$ cat src/hdl/eatam_pkg.sv
// Package for the Euler-angle to affine-matrix block: widths, CORDIC constants
// and shared types. No dependencies.
package eatam_pkg;
	localparam int CORDIC_STAGES_DEF = 24;
	localparam int ATAN_ENTRIES = 30;
	localparam int AW = 34;
	localparam logic signed [31:0] ONE_Q30 = 32'sd1073741824;
	localparam logic signed [31:0] GAIN_Q30 = 32'sd652032874;
	localparam logic signed [31:0] FULL_Q16 = 32'sd23592960;
	localparam logic [1:0] ROW_LAST = 2'd2;

	function automatic logic signed [31:0] atan_turn(input int i);
		logic signed [31:0] r;
		begin
			case (i)
				0: r = 32'sd536870912; 1: r = 32'sd316933406; 2: r = 32'sd167458907;
				3: r = 32'sd85004756; 4: r = 32'sd42667331; 5: r = 32'sd21354465;
				6: r = 32'sd10679838; 7: r = 32'sd5340245; 8: r = 32'sd2670163;
				9: r = 32'sd1335087; 10: r = 32'sd667544; 11: r = 32'sd333772;
				12: r = 32'sd166886; 13: r = 32'sd83443; 14: r = 32'sd41722;
				15: r = 32'sd20861; 16: r = 32'sd10430; 17: r = 32'sd5215;
				18: r = 32'sd2608; 19: r = 32'sd1304; 20: r = 32'sd652;
				21: r = 32'sd326; 22: r = 32'sd163; 23: r = 32'sd81;
				24: r = 32'sd41; 25: r = 32'sd20; 26: r = 32'sd10;
				27: r = 32'sd5; 28: r = 32'sd3; 29: r = 32'sd1;
				default: r = 32'sd0;
			endcase
			return r;
		end
	endfunction

	// Saturate a wide value to [-1, 1] in Q1.30.
	function automatic logic signed [31:0] sat_unit(input logic signed [AW+1:0] v);
		logic signed [31:0] r;
		begin
			if (v > AW'(ONE_Q30)) r = ONE_Q30;
			else if (v < -$signed({{(AW+2-32){1'b0}}, ONE_Q30})) r = -ONE_Q30;
			else r = v[31:0];
			return r;
		end
	endfunction

	// Rounded Q1.30 product.
	function automatic logic signed [33:0] qmul(input logic signed [31:0] a,
			input logic signed [31:0] b);
		logic signed [63:0] p;
		begin
			p = a * b + 64'sd536870912;
			return p[63:30];
		end
	endfunction

	typedef struct packed {
		logic signed [31:0] px;
		logic signed [31:0] py;
		logic signed [31:0] pz;
	} pos_t;
endpackage

$ cat src/hdl/eatam_reduce.sv
// Angle reduction: Q15.16 degrees to quadrant and residual binary angle.
// Depends on eatam_pkg. Four register stages.
module eatam_reduce import eatam_pkg::*; (
	input  logic clk,
	input  logic en,
	input  logic signed [31:0] ang,
	output logic [1:0] quad,
	output logic signed [30:0] resid
);
	// Whole degrees are offset by 92 turns (33120) so they are never negative;
	// the sign bit flip adds 32768 and the constant adds the remaining 352.
	localparam logic [16:0] DEG_OFFSET = 17'd352;
	// ceil(2^24 / 360), exact for every offset degree count.
	localparam logic [15:0] INV360_Q24 = 16'd46604;
	// ceil(2^29 / 360), exact for every remainder numerator below.
	localparam logic [20:0] INV360_Q29 = 21'd1491309;
	// floor(2^32 / 360) and floor(2^16 / 360).
	localparam logic [23:0] TURN_PER_DEG = 24'd11930464;
	localparam logic [7:0] TURN_PER_FRAC = 8'd182;

	logic [16:0] deg_off;
	logic [31:0] quo_prod;
	logic [16:0] deg_s1;
	logic [7:0] turns_s1;
	logic [15:0] frac_s1;
	logic [8:0] deg_s2;
	logic [15:0] frac_s2;
	logic [20:0] rem_num;
	logic [40:0] rem_prod;
	logic [31:0] t_s3;

	// Whole turns in the offset degree count, by reciprocal multiplication.
	always_comb begin
		deg_off = {1'b0, ~ang[31], ang[30:16]} + DEG_OFFSET;
		quo_prod = 32'(deg_off) * 32'(INV360_Q24);
	end

	always_ff @(posedge clk) begin
		if (en) begin
			deg_s1 <= deg_off;
			turns_s1 <= quo_prod[31:24];
			frac_s1 <= ang[15:0];
		end
	end

	// Whole degrees modulo 360, in [0, 359].
	always_ff @(posedge clk) begin
		if (en) begin
			deg_s2 <= 9'(deg_s1 - 17'(turns_s1) * 17'd360);
			frac_s2 <= frac_s1;
		end
	end

	// t = (a*65536 + 180) / 360 with a = deg*65536 + frac, split into the
	// exact multiples of 360 and a small remainder divided by reciprocal.
	always_comb begin
		rem_num = 21'({deg_s2, 8'd0}) + 21'({frac_s2, 4'd0}) + 21'd180;
		rem_prod = 41'(rem_num) * 41'(INV360_Q29);
	end

	always_ff @(posedge clk) begin
		if (en) begin
			t_s3 <= 32'(deg_s2) * 32'(TURN_PER_DEG) + 32'(frac_s2) * 32'(TURN_PER_FRAC)
				+ 32'(rem_prod[40:29]);
		end
	end

	// A residual of 45 degrees or more moves to the next quadrant, which is
	// the same as reading the low 30 bits as a signed number.
	always_ff @(posedge clk) begin
		if (en) begin
			resid <= $signed({t_s3[29], t_s3[29:0]});
			quad <= t_s3[31:30] + {1'b0, t_s3[29]};
		end
	end
endmodule

$ cat config.mk
export PLATFORM = sky130hd
export DESIGN_NAME = eatam_reduce
export DESIGN_NICKNAME = d
export VERILOG_FILES = /design/src/hdl/eatam_pkg.sv /design/src/hdl/eatam_reduce.sv
export SDC_FILE = /design/constraint.sdc
export NUM_CORES = 1
export LEC_CHECK = 0
export ABC_AREA = 1
export BUFFER_PORTS_ARGS = -buffer_cell sky130_fd_sc_hd__buf_4
export CAP_MARGIN = 0
export CORE_ASPECT_RATIO = 1.2
export CORE_MARGIN = 4
export CORE_UTILIZATION = 37
export CTS_BUF_LIST = sky130_fd_sc_hd__clkbuf_8
export DETAILED_ROUTE_END_ITERATION = 7
export PLACE_DENSITY = 0.53
export SLEW_MARGIN = 0
export SYNTH_ARGS = -nofsm -noshare
export SYNTH_HDL_FRONTEND = slang
export SYNTH_SLANG_ARGS = --single-unit
$ cat constraint.sdc
create_clock -name clk -period 27.8 [get_ports clk]
set_input_delay 1.39 -clock clk [delete_from_list [all_inputs] [get_ports clk]]
set_output_delay 1.39 -clock clk [all_outputs]
set_load 0.01 [all_outputs]
# Word-level counts from Yosys, hierarchy flattened
# Index checks and enable logic that the tools add are counted.
dict set report totals {
  reg_bits 122
  word_cells 21
  input_bits 34
  out_inout_bits 33
}
dict set report op_classes {
  n_bitwise 1
  n_addsub 7
  multipliers 5
}
# cell count
set ops {}
lappend ops {{21-bit by 21-bit multiplier with 41-bit output, second input constant} 1}
lappend ops {{32-bit by 12-bit adder with 32-bit output} 1}
lappend ops {{32-bit by 24-bit adder with 32-bit output} 1}
lappend ops {{17-bit by 14-bit multiplier with 30-bit output, second input constant} 1}
lappend ops {{9-bit by 19-bit multiplier with 27-bit output, second input constant} 1}
lappend ops {{16-bit by 7-bit multiplier with 23-bit output, second input constant} 1}
lappend ops {{17-bit by 20-bit adder with 21-bit output} 1}
lappend ops {{21-bit by 8-bit adder with 21-bit output, second input constant} 1}
lappend ops {{16-bit by 9-bit adder with 17-bit output, second input constant} 1}
lappend ops {{9-bit subtractor} 1}
lappend ops {{8-bit by 6-bit multiplier with 6-bit output, second input constant} 1}
lappend ops {{2-bit by 1-bit adder with 2-bit output} 1}
lappend ops {{1-bit inverter} 1}

# Logic depth before layout (Yosys ltp)
# Gate-level depths: netlist (run 1).
dict set report logic_depth {
  ltp_word 4
  ltp_mapped 49
  ltp_nobuf 49
}

# Worst setup path after synthesis (run 1)
# Ideal clock, no wire load.
dict set report synth_path {
  path_kind {flip-flop to flip-flop}
  start {reg frac_s2[0]}
  end {reg t_s3[29] (data pin)}
  setup_time_ns 0.254
  period_less_slack_ns 8.864
  path_slack_ns 18.936
  path_buffers 0
  path_stages_with_launch 44
  arrival_ns 8.610
  required_ns 27.546
  cell_sequence {edfxtp_1 inv_1 ha_1 inv_1 nand2_1 nand2_1 nand3_1 and2_1 o21ai_2 a21oi_1 o21ai_1 xor2_1 ha_1 fa_1 inv_1 fa_1 inv_1 ha_1 [8 not listed] nand3_1 nand3_1 nand2_1 o21ai_0 xor2_1 fa_1 inv_1 ha_1 a21oi_1 o21ai_0 nand2_1 nand2_1 nand2_1 nand3_1 a21oi_1 nor2_1 nand3_1 nand2_1}
}
dict set report synth_via {
  elab_chain_len 4
  elab_cells_between_ends 6
  cone_classes {4 x add/sub; 2 x mul}
}
# item line_no
set synth_rtl {}
lappend synth_rtl {{from (decl)} eatam_reduce.sv:27} ;# logic [15:0] frac_s2;
lappend synth_rtl {{from (signal assigned)} eatam_reduce.sv:50} ;# frac_s2 <= frac_s1;
lappend synth_rtl {{17-bit by 20-bit adder with 21-bit output} eatam_reduce.sv:57} ;# rem_num = 21'({deg_s2, 8'd0}) + 21'({frac_s2, 4'd0}) + 21'd180;
lappend synth_rtl {{21-bit by 8-bit adder with 21-bit output} eatam_reduce.sv:57}
lappend synth_rtl {{21-bit by 21-bit multiplier with 41-bit output} eatam_reduce.sv:58} ;# rem_prod = 41'(rem_num) * 41'(INV360_Q29);
lappend synth_rtl {{32-bit by 12-bit adder with 32-bit output (*)} eatam_reduce.sv:64} ;# + 32'(rem_prod[40:29]);
lappend synth_rtl {{to (signal assigned)} eatam_reduce.sv:63} ;# t_s3 <= 32'(deg_s2) * 32'(TURN_PER_DEG) + 32'(frac_s2) * 32'(TURN_PER_FRAC)
lappend synth_rtl {{to (decl)} eatam_reduce.sv:30} ;# logic [31:0] t_s3;
# Every way passes the cells marked *; elsewhere a longest branch is shown, timed or not.
# A chain may end at the register's enable or synchronous reset.

# Worst setup path in the final report (run 1)
# Ends and elaborated chain as after synthesis.

==> flow_summary_export.csv, run 1 <==
group,metric,value,unit
cts,cts_buffers,17,
worst_setup_path,worstSetupPathType,"flop to flop",
layout,fin_nets,3040,
timing,min_period,10270,ps
synthesis,synth-main-ff-cell,"edfxtp_1",
synthesis,synth_top_cell_by_area,"ha_1",
floorplanning,initial_utilization,0.377,
cts,postCtsSetupRepairBufs,0,
layout,seqCellArea,3600,sq um
worst_setup_path,cpMostUsedCell,"nand2_1",
worst_setup_path,r2r-start,"frac_s2[0]$_DFFE_PP_",
floorplanning,die_y,268,um
cts,cts_tree,"built",
worst_setup_path,r2r_cells,43,
timing,fin_setup_tns,0,ps
routing,first_pass_iters,5,
cts,htreeDepth,4,
synthesis,synth_area,20800,sq um
place,port_buffers,66,
worst_setup_path,cp_slowest_cell,"edfxtp_1",
synthesis,yosysMostFrequentCell,"inv_1",
place,dpl_cell_area,22200,sq um
synthesis,synthCells,2252,
global_route,grt-ovfl-total,0,
global_route,antenna_found_initial,1,
place,gp_congestion,0.945,
cts,holdBufCountCts,0,
routing,routed_wl,54300,um
synthesis,syn_nets,2956,
worst_setup_path,rrSetupSlack,17530,ps
place,dp_cells,3037,
worst_setup_path,cp.required,28030,ps
cts,cts_sinks,120,
global_route,track_usage,0.188,
cts,clkSlewWorstSetupHoldPaths,80,ps
synthesis,ys_ff_latch,120,
floorplanning,io_pins,67,
cts,clock_latency,470,ps
layout,area_growth,8.51,%
synthesis,synth_area_per_cell,9.24,sq um
timing,worstMarginPinSlew,843,ps
global_route,grt_pass1_wl,88800,um
worst_setup_path,cp-start-kind,"flop",
cts,cts_resized,0,
cts,root_buffer,"clkbuf_8",
routing,vias_per_cell,4.93,
synthesis,synth_edf_count,120,
layout,multi_input_area,15200,sq um
routing,drtIter0Drc,699,
floorplanning,core,55300,sq um
timing,setup_viol_count_final,0,
floorplanning,num_rows,94,
synthesis,synth.top_cell.area_share,0.255,
timing,rsz0062_at_grt,"false",
flow_run,maxCapViolCount,0,
timing,timing.fmax,97.4,MHz
worst_hold_path,min_path_cells,0,
floorplanning,die_w,225,um
synthesis,ys_top_cells_by_area,"ha_1 (25%), fa_1 (24%), edfxtp_1 (17%)",
timing,timing_hold_violations_final,0,
timing,relSlewSlack,0.434,
routing,wl_per_cell,17.7,um
worst_setup_path,max_stage_delay,790,ps
global_route,grt_max_degree,65,
synthesis,synthArstFlopShare,0,
timing,finalMaxSlewViolations,0,
cts,cts_buffer_depth,2,
worst_setup_path,arrival,10490,ps
outcome,run_status,"finished, final reports clean",
timing,fin_skew,28.7,ps
global_route,grt_pass1_vias,16681,
worst_setup_path,path_max_fanout,12,
synthesis,synth.distinct_cells,49,
layout,finish.instance_area,22600,sq um
timing,fin_crit_sh,0.369,
worst_setup_path,rr_endpoint,"t_s3[29]$_DFFE_PP_",
synthesis,yosys_warnings,0,
worst_hold_path,min_to,"resid[10]$_DFFE_PP_",
worst_setup_path,cp-end-kind,"flop",
synthesis,synth_common_cells,"inv_1 (531), ha_1 (424), nand2_1 (277)",
worst_setup_path,crit_path_start,"frac_s2[0]$_DFFE_PP_",
layout,final_cells,3069,
routing,drcViolationCount,0,
synthesis,ys_seq_area_frac,0.173,
floorplanning,die_area,60100,sq um
layout,final_layout_size_suffix_gt1_frac,0.0575,
routing,vias,15118,
layout,fillers,5555,
worst_hold_path,min_from,"t_s3[10]$_DFFE_PP_",
place,dpl.hpwl,47600,um
worst_hold_path,hp-class,"flop to flop",
routing,antenna_left,0,
[critical path: cells and delay by family (launching register included)]
| kind | cells | cell delay, ps |
|---|---|---|
| XOR/XNOR | 2 | 560 |
| buffers and inverters | 7 | 620 |
| adder cells (fa/ha/maj) | 11 | 4720 |
| flip-flops | 1 | 790 |
| AND/OR/NAND/NOR | 16 | 1820 |
| AO/OA/AOI/OAI | 7 | 1490 |
[stage by stage]
stage / util / setup WS (ps) / hold WS [ps]
6_report: 0.409 / 17530 / 417
2_1_floorplan: - / 18940 / 400
5_1_grt: 0.409 / 16720 / 422
3_3_place_gp: 0.402 / 17750 / 403
4_1_cts: 0.409 / 17550 / 416
3_5_place_dp: 0.402 / 17610 / 405
[layer usage]
layer	track usage	part of all wire
met4	0.0542	0.026
met5	0	0
met3	0.0163	0.018
met2	0.358	0.53
met1	0.226	0.43
[placed cells by master, fill, tap and decap left out, types with 66 or more instances in the layout]
master,n
nor2_1,92
buf_4,70
xor2_1,81
fa_1,246
ha_1,424
inv_1,532
o21ai_0,66
a21oi_1,136
edfxtp_1,120
nand2_1,277
[final cells by class]
class                      instances  area share
clock buffer                      17      0.0104
clock inverter                    14     0.00598
tap                              720      0.0399
sequential                       120       0.160
multi-input combinational       1590       0.672
inverter                         537      0.0892
antenna                            1    0.000111
timing repair buffer              70      0.0233
[registers in the layout, summed over array words and instances, names as in the netlist]
| name | count |
|---|---|
| deg_s1 | 9 |
| deg_s2 | 9 |
| t_s3 | 32 |
| quad | 2 |
| frac_s2 | 16 |
| resid | 30 |
| frac_s1 | 16 |
| turns_s1 | 6 |
[worst max-delay path by stage]
stage,end,slack [ps]
finish,t_s3[29]$_DFFE_PP_,17530
global route,t_s3[29]$_DFFE_PP_,16720
CTS,t_s3[29]$_DFFE_PP_,17550
detailed placement,t_s3[31]$_DFFE_PP_,17610
global placement,t_s3[29]$_DFFE_PP_,17750
floorplan,t_s3[29]$_DFFE_PP_,18940
[cell families after synthesis]
group           after synthesis  synth area share
compound gates              281            0.0769
fa+ha+maj                   670             0.491
buf+inv                     542            0.0981
simple gates                510             0.106
xor+xnor                    129            0.0546
flops                       120             0.173
Power of run 1 is not shown: default switching activity piles up to over one toggle a cycle in this logic, so the estimate is an artifact.
==> inputs of run 2 (changes only) <==
==> constraint.sdc (replaced) <==
create_clock -name clk -period 10 [get_ports clk]
set_input_delay 0.5 -clock clk [delete_from_list [all_inputs] [get_ports clk]]
set_output_delay 0.5 -clock clk [all_outputs]
set_load 0.01 [all_outputs]
==> flow_summary_export.csv, run 2 (synthesized netlist as in run 1, its figures left out) <==
group,metric,value,unit
timing,timing.fmax,106,MHz
floorplanning,initial_utilization,0.377,
timing,fin_crit_sh,0.941,
timing,fin_skew,17.5,ps
cts,clock_latency,470,ps
routing,drcViolationCount,0,
worst_setup_path,cp_slowest_cell,"fa_1",
place,dpl.hpwl,48300,um
global_route,track_usage,0.190,
worst_setup_path,arrival,9640,ps
floorplanning,die_w,225,um
cts,cts_tree,"built",
layout,fillers,5529,
worst_hold_path,hp-class,"input pin to flop",
layout,layout_common_cells,"inv_1 (533), ha_1 (417), nand2_1 (277), fa_1 (246), a21oi_1 (134)",
cts,root_buffer,"clkbuf_8",
worst_setup_path,max_stage_delay,560,ps
global_route,grt-ovfl-total,0,
global_route,grt_pass1_vias,16864,
timing,setup_slack,589,ps
place,port_buffers,66,
cts,cts_buffers,17,
worst_setup_path,cp-start-kind,"flop",
flow_run,maxCapViolCount,0,
global_route,grt_pass1_wl,90000,um
outcome,run_status,"finished, final reports clean",
cts,clkSlewWorstSetupHoldPaths,90,ps
floorplanning,num_rows,94,
layout,final_common_cell,"inv_1",
timing,timing_hold_violations_final,0,
timing,finalMaxSlewViolations,0,
floorplanning,die_y,268,um
cts,cts_buffer_depth,2,
cts,htreeDepth,4,
routing,vias,15274,
place,gp_congestion,0.932,
layout,largest_reg_flops,32,
place,place_ws,278,ps
routing,antenna_left,0,
layout,multi_input_area,15300,sq um
routing,first_pass_iters,5,
routing,drtIter0Drc,745,
timing,min_period,9410,ps
worst_setup_path,path_max_fanout,5,
routing,routed_wl,55100,um
timing,relSlewSlack,0.216,
timing,setup_viol_count_final,0,
worst_setup_path,cp.required,10230,ps
layout,regMostFlops,"t_s3",
layout,final_layout_size_suffix_gt1_frac,0.0718,
floorplanning,core,55300,sq um
worst_setup_path,worstSetupPathType,"flop to flop",
layout,area_growth,10.0,%
global_route,antenna_found_initial,1,
routing,vias_per_cell,4.94,
layout,fin_nets,3059,
timing,worstMarginPinSlew,1160,ps
worst_setup_path,cpMostUsedCell,"nand2_1",
floorplanning,die_area,60100,sq um
cts,cts_sinks,120,
routing,wl_per_cell,17.8,um
worst_setup_path,cp-end-kind,"flop",
global_route,grt_max_degree,72,
floorplanning,io_pins,67,
layout,seqCellArea,3600,sq um
layout,largest_registers,"t_s3: 32 flops, resid: 30 flops",
[run 2: cell count changes in the layout (fill, tap and decap cells not counted), moves of 3 or more]
| cell | before | now |
|---|---|---|
| buf_4 | 70 | 89 |
| clkinv_2 | 4 | 0 |
| ha_1 | 424 | 417 |
| ha_2 | 0 | 3 |
| ha_4 | 0 | 4 |
[run 2: layout make-up]
| type | instances | share of cell area |
|---|---|---|
| diodes | 1 | 0.000109 |
| clock buffers | 17 | 0.0102 |
| clock inverters | 15 | 0.00885 |
| inverters | 537 | 0.0880 |
| multi-input cells | 1590 | 0.667 |
| flip-flops and latches | 120 | 0.157 |
| well taps | 720 | 0.0393 |
| repair buffers | 89 | 0.0292 |
[run 2: path summary, 6_finish.rpt]
kind	start	endpoint	slack, ps	cells past startpoint
min	ang[2]	frac_s1[2]$_DFFE_PP_	200	1
max	deg_s2[2]$_DFFE_PP_	t_s3[29]$_DFFE_PP_	590	43
min reg2reg	t_s3[10]$_DFFE_PP_	resid[10]$_DFFE_PP_	410	0
max reg2reg	deg_s2[2]$_DFFE_PP_	t_s3[29]$_DFFE_PP_	590	43
[run 2: critical path, delay by kind of cell (launching register included)]
family          cells  cell delay [ps]
flops               1              460
fa+ha+maj          11             4800
compound gates      6             1210
simple gates       17             2000
buf+inv             7              400
xor+xnor            2              330
[run 2: stage by stage]
| stage | utilization | hold slack (ps) | cells | TNS (ps) | cell area [sq um] |
|---|---|---|---|---|---|
| floorplan | - | 400 | 2252 | 0 | 20800 |
| global placement | 0.403 | 405 | 3045 | 0 | 22300 |
| detailed placement | 0.403 | 406 | 3045 | 0 | 22300 |
| CTS | 0.411 | 166 | 3077 | 0 | 22700 |
| global route | 0.414 | 166 | 3089 | -15.7 | 22900 |
| finish | 0.414 | 202 | 3089 | 0 | 22900 |
[run 2: layer usage]
layer,GRT usage,routed length (um)
met2,0.363,29500
met4,0.0621,1710
met5,0,0
met1,0.224,22600
met3,0.0174,1220
[run 2: repair_timing]
item / 4_1_cts / 5_1_grt
resized for setup: 0 / 18
buffers inserted: 0 / 11
hold buffers: 0 / 0
setup endpoints to repair: 0 / 14
Power of run 2 is left out for the same reason.
